`src/rtl/core/spq_pkg.sv`:
```
// ----------------------------------------------------------------------------
// spq_pkg: shared types and constants of the stable priority queue
// Slot record, per-cycle control to the cell row, status and request codes.
// ----------------------------------------------------------------------------
`default_nettype none

package spq_pkg;

  localparam int unsigned DEPTH  = 16;
  localparam int unsigned DATA_W = 32;
  localparam int unsigned PRIO_W = 16;
  localparam int unsigned STAT_W = 2;

  localparam logic KIND_ENQ = 1'b0;
  localparam logic KIND_DEQ = 1'b1;

  localparam logic [STAT_W-1:0] ST_ENQ   = 2'd0;
  localparam logic [STAT_W-1:0] ST_DEQ   = 2'd1;
  localparam logic [STAT_W-1:0] ST_EMPTY = 2'd2;
  localparam logic [STAT_W-1:0] ST_FULL  = 2'd3;

  typedef struct packed {
    logic              valid;
    logic [DATA_W-1:0] data;
    logic [PRIO_W-1:0] prio;
  } slot_t;

  typedef struct packed {
    logic              insert;
    logic              remove;
    logic [DATA_W-1:0] data;
    logic [PRIO_W-1:0] prio;
  } ctrl_t;

endpackage

`default_nettype wire

```
`src/rtl/core/spq_cell.sv`:
```
// ----------------------------------------------------------------------------
// spq_cell: one slot of the sorted cell row
// Holds one entry; on insert it keeps, takes the new entry or takes its left
// neighbor; on remove it takes its right neighbor.
// ----------------------------------------------------------------------------
`default_nettype none

module spq_cell
  import spq_pkg::*;
(
  input  wire logic  clk_i,
  input  wire logic  rst_ni,
  input  wire ctrl_t ctrl_i,
  input  wire slot_t left_i,
  input  wire logic  left_ins_i,
  input  wire slot_t right_i,
  output      slot_t slot_o,
  output      logic  ins_o
);

  logic              valid_q, valid_d;
  logic [DATA_W-1:0] data_q, data_d;
  logic [PRIO_W-1:0] prio_q, prio_d;

  assign ins_o  = !valid_q || (prio_q > ctrl_i.prio);
  assign slot_o = '{valid: valid_q, data: data_q, prio: prio_q};

  always_comb begin
    valid_d = valid_q;
    data_d  = data_q;
    prio_d  = prio_q;
    if (ctrl_i.insert && ins_o) begin
      if (left_ins_i) begin
        valid_d = left_i.valid;
        data_d  = left_i.data;
        prio_d  = left_i.prio;
      end else begin
        valid_d = 1'b1;
        data_d  = ctrl_i.data;
        prio_d  = ctrl_i.prio;
      end
    end else if (ctrl_i.remove) begin
      valid_d = right_i.valid;
      data_d  = right_i.data;
      prio_d  = right_i.prio;
    end
  end

  always_ff @(posedge clk_i or negedge rst_ni) begin
    if (!rst_ni) begin
      valid_q <= 1'b0;
    end else begin
      valid_q <= valid_d;
    end
  end

  always_ff @(posedge clk_i) begin
    data_q <= data_d;
    prio_q <= prio_d;
  end

endmodule

`default_nettype wire

```
`src/rtl/core/stable_priority_queue_top.sv`:
```
// ----------------------------------------------------------------------------
// stable_priority_queue_top: bounded sorted priority queue
// Row of DEPTH cells kept in ascending priority order, FIFO among equals.
// ----------------------------------------------------------------------------
// Usage:
//   Requests enter on s_axis: tuser is the kind (0 enqueue, 1 dequeue),
//   tdata carries the data word and its priority. Each request yields one
//   result on m_axis: tdata is the dequeued word (-1 on empty, 0 on any
//   enqueue), tuser carries the status and the now-empty flag.
//   The result is registered in the cycle after its request is taken. One
//   request is taken per cycle unless the receiver stalls; every cell compares
//   its priority against the request in parallel and shifts in the same cycle.
//   The result sits in an output register; a new request is taken whenever
//   that register is empty or being drained in the same cycle. While the
//   receiver stalls with a result held, s_axis_tready stays low.
//   Reset empties the queue and the output register; slot payloads are not
//   cleared, only their valid bits.
//   An enqueue into a full queue is dropped with status 3.
// ----------------------------------------------------------------------------
`default_nettype none

module stable_priority_queue_top
  import spq_pkg::*;
(
  input  wire logic        clk_i,
  input  wire logic        rst_ni,
  input  wire logic        s_axis_tvalid,
  output      logic        s_axis_tready,
  input  wire logic [47:0] s_axis_tdata,  // [31:0] item_data, [47:32] item_priority
  input  wire logic        s_axis_tuser,  // [0] kind
  output      logic        m_axis_tvalid,
  input  wire logic        m_axis_tready,
  output      logic [31:0] m_axis_tdata,  // [31:0] out_data
  output      logic [2:0]  m_axis_tuser   // [1:0] status, [2] now_empty
);

  slot_t             slot   [DEPTH];
  logic [DEPTH-1:0]  ins;
  ctrl_t             ctrl;
  logic              accept;
  logic              head_valid, second_valid, full;

  logic              out_valid_q, out_valid_d;
  logic [DATA_W-1:0] out_data_q, out_data_d;
  logic [STAT_W-1:0] status_q, status_d;
  logic              empty_q, empty_d;

  assign s_axis_tready = !out_valid_q || m_axis_tready;
  assign accept        = s_axis_tvalid && s_axis_tready;

  assign head_valid   = slot[0].valid;
  assign second_valid = slot[1].valid;
  assign full         = slot[DEPTH-1].valid;

  assign ctrl.insert = accept && (s_axis_tuser == KIND_ENQ) && !full;
  assign ctrl.remove = accept && (s_axis_tuser == KIND_DEQ) && head_valid;
  assign ctrl.data   = s_axis_tdata[DATA_W-1:0];
  assign ctrl.prio   = s_axis_tdata[DATA_W+PRIO_W-1:DATA_W];

  for (genvar i = 0; i < DEPTH; i++) begin : g_cell
    slot_t left_s, right_s;
    logic  left_ins;
    if (i == 0) begin : g_first
      assign left_s   = '0;
      assign left_ins = 1'b0;
    end else begin : g_mid
      assign left_s   = slot[i-1];
      assign left_ins = ins[i-1];
    end
    if (i == DEPTH - 1) begin : g_last
      assign right_s = '0;
    end else begin : g_body
      assign right_s = slot[i+1];
    end
    spq_cell u_cell (
      .clk_i      (clk_i),
      .rst_ni     (rst_ni),
      .ctrl_i     (ctrl),
      .left_i     (left_s),
      .left_ins_i (left_ins),
      .right_i    (right_s),
      .slot_o     (slot[i]),
      .ins_o      (ins[i])
    );
  end

  always_comb begin
    out_valid_d = out_valid_q;
    out_data_d  = out_data_q;
    status_d    = status_q;
    empty_d     = empty_q;
    if (m_axis_tready) begin
      out_valid_d = 1'b0;
    end
    if (accept) begin
      out_valid_d = 1'b1;
      if (s_axis_tuser == KIND_ENQ) begin
        out_data_d = '0;
        status_d   = full ? ST_FULL : ST_ENQ;
        empty_d    = 1'b0;
      end else if (head_valid) begin
        out_data_d = slot[0].data;
        status_d   = ST_DEQ;
        empty_d    = !second_valid;
      end else begin
        out_data_d = '1;
        status_d   = ST_EMPTY;
        empty_d    = 1'b1;
      end
    end
  end

  always_ff @(posedge clk_i or negedge rst_ni) begin
    if (!rst_ni) begin
      out_valid_q <= 1'b0;
    end else begin
      out_valid_q <= out_valid_d;
    end
  end

  always_ff @(posedge clk_i) begin
    out_data_q <= out_data_d;
    status_q   <= status_d;
    empty_q    <= empty_d;
  end

  assign m_axis_tvalid = out_valid_q;
  assign m_axis_tdata  = out_data_q;
  assign m_axis_tuser  = {empty_q, status_q};

  a_empty_result: assert property (@(posedge clk_i) disable iff (!rst_ni)
    (m_axis_tvalid && (m_axis_tuser[1:0] == ST_EMPTY))
      |-> ((m_axis_tdata == '1) && m_axis_tuser[2]))
    else $error("dequeue on empty must return -1 and report empty");

  a_contiguous: assert property (@(posedge clk_i) disable iff (!rst_ni)
    !slot[0].valid |-> !slot[1].valid)
    else $error("queue entries must stay packed at the head");

  a_sorted_head: assert property (@(posedge clk_i) disable iff (!rst_ni)
    (slot[0].valid && slot[1].valid) |-> (slot[0].prio <= slot[1].prio))
    else $error("head entries out of priority order");

  a_enq_not_empty: assert property (@(posedge clk_i) disable iff (!rst_ni)
    ctrl.insert |=> head_valid)
    else $error("enqueue must leave the queue non-empty");

endmodule

`default_nettype wire

```
`config.mk`:
```
export PLATFORM = sky130hd
export DESIGN_NAME = stable_priority_queue_top
export DESIGN_NICKNAME = d
export VERILOG_FILES = /design/src/rtl/core/spq_pkg.sv /design/src/rtl/core/spq_cell.sv /design/src/rtl/core/stable_priority_queue_top.sv
export SDC_FILE = /design/constraint.sdc
export NUM_CORES = 2
export LEC_CHECK = 0
export ABC_AREA = 1
export BUFFER_PORTS_ARGS = -buffer_cell sky130_fd_sc_hd__clkbuf_2
export CAP_MARGIN = 25
export CELL_PAD_IN_SITES_DETAIL_PLACEMENT = 0
export CELL_PAD_IN_SITES_GLOBAL_PLACEMENT = 1
export CORE_MARGIN = 2
export CORE_UTILIZATION = 47
export DETAILED_ROUTE_END_ITERATION = 8
export PLACE_DENSITY = 0.75
export SKIP_LAST_GASP = 1
export SLEW_MARGIN = 10
export SYNTH_ARGS = -nofsm -noshare
export SYNTH_HDL_FRONTEND = slang
export SYNTH_SLANG_ARGS = --single-unit
```
`constraint.sdc`:
```
create_clock -name clk_i -period 10 [get_ports clk_i]
set_clock_uncertainty 0.2 [all_clocks]
set_input_delay 0 -clock clk_i [delete_from_list [all_inputs] [get_ports clk_i]]
set_output_delay 0 -clock clk_i [all_outputs]
set_load 0.01 [all_outputs]
```
; ---- Yosys cells after proc, flatten, opt, wreduce, memory -nomap -nowiden
; Index checks and enable logic that the tools add are counted.
[word_totals]
regBits = 820
wordCells = 289
[op_classes]
n_lt_le_gt_ge = 16
mux = 148
n_bitwise = 1
n_reduce_logical = 72
[op_table]
columns = operator, n
row1 = 32-bit 2-to-1 mux, 48
row2 = 16-bit 2-to-1 mux, 47
row3 = 16-bit greater-than comparator, 16
row4 = 1-bit 2-to-1 mux, 50
row5 = 2-bit nonzero test, 17
row6 = 1-bit logical AND, 21
row7 = 1-bit zero test, 17
row8 = 1-bit logical OR, 17
row9 = 2-bit 2-to-1 mux, 3
row10 = 1-bit inverter, 1

; ---- Longest topological paths before layout
[depth]
word_depth = 7
depth_mapped = 20
ltp_nobuf = 17

; ---- Modules after synthesis
; A second synthesis with hierarchy kept.
[unflattened]
cells_unflattened = 5071
area_unflattened_um2 = 49189.7
[by_module_without_submodules]
columns = mod, n_inst, cells_each, area_each_um2
row1 = spq_cell at g_cell[0].u_cell ..., 9, 309, 3002.9
row2 = spq_cell at g_cell[3].u_cell ..., 7, 309, 2932.8
row3 = stable_priority_queue_top, 1, 127, 1634.1

; ---- Worst setup path before layout
; OpenSTA, ideal clock, no wires.
[synth_path]
path_kind = input-to-reg
from = input port s_axis_tdata[39]
to = register g_cell[3].u_cell.data_q[0] (enable)
setup_time_ps = 583
arrival_time_ps = 2959
path_slack_ps = 6259
stages = 14
n_path_buf = 3
path_cell_list = clkbuf_1 clkbuf_1 inv_1 ha_1 a21o_1 nor2_1 nand2_1 nand2_1 nand2_1 nand2_1 nand2_1 nand2_2 clkbuf_1 nand2_1
[synth_via]
elab_chain_len = 4
[synth_lines]
columns = item, line_no
row1 = "start, declared", stable_priority_queue_top.sv:29  ; input wire logic [47:0] s_axis_tdata,
row2 = 16-bit greater-than comparator, spq_cell.sv:25  ; assign ins_o = !valid_q || (prio_q > ctrl_i.prio);
row3 = 1-bit logical OR, spq_cell.sv:25
row4 = 1-bit logical AND, spq_cell.sv:32  ; if (ctrl_i.insert && ins_o) begin
row5 = 2-bit nonzero test (no source line), -
row6 = "end signal, assigned", spq_cell.sv:58  ; data_q <= data_d;
row7 = "end, declared", spq_cell.sv:22  ; logic [DATA_W-1:0] data_q, data_d;
; No other way between the ends.
; A chain may end at the register's enable or synchronous reset.

; ---- Worst setup path in the final report
[layout_path]
from = input port s_axis_tdata[46]
to = register g_cell[9].u_cell.data_q[0], data pin
[layout_via]
elab_chain_len = 4
[layout_lines]
columns = item, line_no
row1 = 16-bit greater-than comparator, spq_cell.sv:25
row2 = 1-bit logical OR, spq_cell.sv:25
row3 = 32-bit 2-to-1 mux / 1-bit logical AND (equally long branches), "spq_cell.sv:33, spq_cell.sv:32"
row4 = 32-bit 2-to-1 mux *, spq_cell.sv:32
row5 = via g_cell[9].u_cell.data_d[0], spq_cell.sv:22
row6 = "end signal, assigned", spq_cell.sv:58
row7 = "end, declared", spq_cell.sv:22
; Mark *: on every way through the listed nets, which the timed path passes. The rest lies on a longest branch.

==> impl_metrics.py <==
metrics = {
    "detailed_routing": {
        "drtPass1Iterations": 6,
        "routed_via_density": 5.32,
        "wl_met2_um": 67100,
        "first_iter_violations": 4065,
        "drt_wl_total_um": 159000,
        "wl_per_cell_um": 19.9,
        "drc": 0,
        "vias": 42358,
        "route.top_layer_used": "met4",
        "postRouteAntennaNets": 0,
        "met3_wirelength_um": 11400,
        "wl_met1_um": 77400,
    },
    "critical_path": {
        "worstSetupPathType": "in -> reg",
        "max_stage_delay_ns": 0.76,
        "cpMaxStageDelayCell": "nand2_2",
        "cp-start-kind": "input port",
        "cp_cell_sequence": "dlygate4sd3_1, clkbuf_2, inv_1, ha_1, nand2_1, nor4_2, nand3_1, nand2_2, buf_4, nand2_2, nand2_2, buf_4, inv_2, nand2_1, nand2_1",
        "worstPathMaxFanout": 51,
        "worst_ep_arrival_time_ns": 5.56,
        "r2r_cells": 12,
        "crit_required_ns": 10.23,
        "crit_path_end_kind": "flip-flop",
    },
    "synth": {
        "synth_cell_types": 26,
        "yosys_register_bits": 820,
        "synth.most_common_cell": "nand2_1",
        "async_flop_share": 0.0207,
        "syn_avg_cell_area_um2": 7.61,
        "synth_fp_nets": 6906,
        "synth.top_cell.area_share": 0.479,
        "yosys-top-cells-count": "3,654 x nand2_1, 803 x edfxtp_1, 737 x nand3_1",
        "synth-main-ff-cell": "edfxtp_1",
        "synthTopCellsByArea": "edfxtp_1 48%, nand2_1 27%, nand3_1 7.3%",
        "syn_area_um2": 50300,
        "ys_seq_area_frac": 0.488,
        "synthCells": 6613,
        "synth_top_cell_by_area": "edfxtp_1",
        "synth_edf_count": 803,
        "synth_warnings": 0,
    },
    "status": {
        "status": "finished clean",
    },
    "final_layout": {
        "layout-drive-gt1-share": 0.0588,
        "nets": 6775,
        "areaGrowthSynthToFinish_pct": 9.16,
        "fin_area_um2": 54900,
        "fin_util": 0.515,
    },
    "floorplan": {
        "die_h_um": 331,
        "fp-row-count": 120,
        "die_w_um": 331,
        "die_area_um2": 110000,
        "initial_core_util": 0.472,
        "io_pins": 90,
        "core_um2": 107000,
    },
    "job": {
        "drv_cap": 0,
    },
    "grt": {
        "grt_use_total": 0.287,
        "grt_pass1_wl_um": 248000,
        "grt-ovfl-total": 0,
        "antenna_found_initial": 2,
        "grt_max_degree": 85,
        "grt_pass1_vias": 40206,
    },
    "placement": {
        "portBuffers": 89,
        "dp_hpwl_um": 106000,
        "post_dp_cell_area_um2": 51100,
        "gp_congestion": 0.869,
    },
    "power_and_ir_drop": {
        "power_frac_comb": 0.363,
        "vdd_drop_max_mv": 0.265,
        "p_per_area_nw_per_um2": 251,
        "power_frac_seq": 0.379,
        "p_sw_frac": 0.403,
        "p_clk_frac": 0.258,
        "p_switching_uw": 5560,
        "p_leak_uw": 0.0263,
        "p_int_uw": 8220,
    },
    "timing": {
        "max_slew_margin": 0.286,
        "worst_pin_slew_ns": 1.07,
        "hold_viol_final": 0,
        "fin_crit_sh": 0.533,
        "grt_setup_unrepaired": "no",
        "post-route-min-period_ns": 5.33,
        "setup_violations": 0,
        "fmax_ghz": 0.188,
        "finalSetupTns_ns": 0,
        "drv_slew": 0,
    },
    "hold_path": {
        "hold_class": "in -> async",
    },
    "clocking": {
        "insertion_delay_ns": 0.69,
        "cts-root-buf": "clkbuf_16",
        "cts_made_buffers": 98,
        "clk_pin_slew_ns": 0.06,
        "cts.sinks": 820,
        "cts_tree": "built",
        "cts_post_setup_buffers_inserted": 0,
        "htree_levels": 3,
        "clock_path_buffers": 3,
    },
}
==> layout make-up <==
cell class	instances	area, um^2
Tap cell	1403	1760
Multi-Input combinational cell	5147	23000
Fill cell	10552	51700
Sequential cell	820	24500
Clock buffer	125	2640
Clock inverter	57	489
Timing Repair Buffer	236	1820
Inverter	179	672
Antenna cell	1	2.50
==> per-layer routing <==
layer | track usage | up-vias
li1 | - | 21243
met1 | 0.443 | 19445
met2 | 0.428 | 1472
met3 | 0.0388 | 198
met4 | 0.0640 | 0
met5 | 0 | -
==> metrics by stage <==
| step | worst slack, ns | power [uW] | hold WS, ns | cells |
|---|---|---|---|---|
| floorplan | 6.26 | 8750 | -0.496 | 6613 |
| global placement | 4.46 | 10200 | -0.170 | 7721 |
| detailed placement | 4.38 | 10200 | -0.167 | 7726 |
| CTS | 4.58 | 13800 | 0.110 | 7963 |
| global route | 4.22 | 14700 | 0.136 | 7968 |
| finish | 4.67 | 13800 | 0.113 | 7968 |
==> critical path: cells and delay by family <==
family / cells / cell delay, ns
adders and majority gates: 1 / 0.46
buffers and inverters: 6 / 3.03
and+or+nand+nor: 8 / 1.93
==> power by group through the flow <==
stage,clock [uW],combinational [uW],sequential (uW)
6_report,3560,5000,5220
5_1_grt,3760,5660,5280
4_1_cts,3630,4980,5210
3_5_place_dp,0,4950,5270
3_3_place_gp,0,4900,5270
2_1_floorplan,0,3630,5120
==> logic make-up (layout without fill, tap and decap cells) <==
group,count (synthesis),after routing,synth area share
compound gates,297,297,0.0304
fa+ha+maj,240,240,0.0597
buf+inv,646,597,0.0570
flops,820,820,0.488
other cells,0,1,0
simple gates,4610,4610,0.365
==> cell usage in the layout (no fill, tap or decap), types with 2 or more instances in the layout <==
| cell type | instances |
|---|---|
| a21o_1 | 9 |
| a21oi_1 | 141 |
| a21oi_4 | 2 |
| buf_12 | 5 |
| buf_16 | 3 |
| buf_4 | 83 |
| bufinv_16 | 7 |
| clkbuf_1 | 20 |
| clkbuf_16 | 99 |
| clkbuf_2 | 89 |
| clkbuf_8 | 6 |
| clkinv_1 | 23 |
| clkinv_2 | 22 |
| dfrtp_1 | 13 |
| dfrtp_2 | 4 |
| dlygate4sd3_1 | 55 |
| edfxtp_1 | 803 |
| ha_1 | 240 |
| inv_1 | 166 |
| inv_2 | 13 |
| nand2_1 | 3633 |
| nand2_2 | 39 |
| nand2_4 | 4 |
| nand3_1 | 737 |
| nand3b_1 | 4 |
| nand4_1 | 14 |
| nor2_1 | 163 |
| nor3_1 | 12 |
| nor4_2 | 2 |
| o21a_1 | 7 |
| o21ai_0 | 122 |
| o21ai_1 | 15 |
==> flip-flops by register name (all words and copies together) (netlist names) <==
signal	count
g_cell.u_cell.data_q	512
g_cell.u_cell.prio_q	256
m_axis_tdata	32
g_cell.u_cell.valid_q	16
status_q	2
empty_q	1
m_axis_tvalid	1
==> final timing paths <==
kind                                         startpoint                            to  slack (ns)
min reg2reg                g_cell[15].u_cell.prio_q[15]  g_cell[14].u_cell.prio_q[15]        0.31
max reg2reg                 g_cell[9].u_cell.prio_q[15]    g_cell[9].u_cell.data_q[0]        5.21
min in group clk_i                         s_axis_tuser                   status_q[0]        0.18
max                                    s_axis_tdata[46]    g_cell[9].u_cell.data_q[0]        4.67
min                                              rst_ni     g_cell[15].u_cell.valid_q        0.11
max in group asynchronous                        rst_ni     g_cell[13].u_cell.valid_q        8.98
==> what timing repair did <==
action	in CTS	in global routing
hold buffers	55	0
hold endpoints to repair	782	0
gates resized for setup	0	0
No activity file was read; power rests on OpenSTA's default activity.
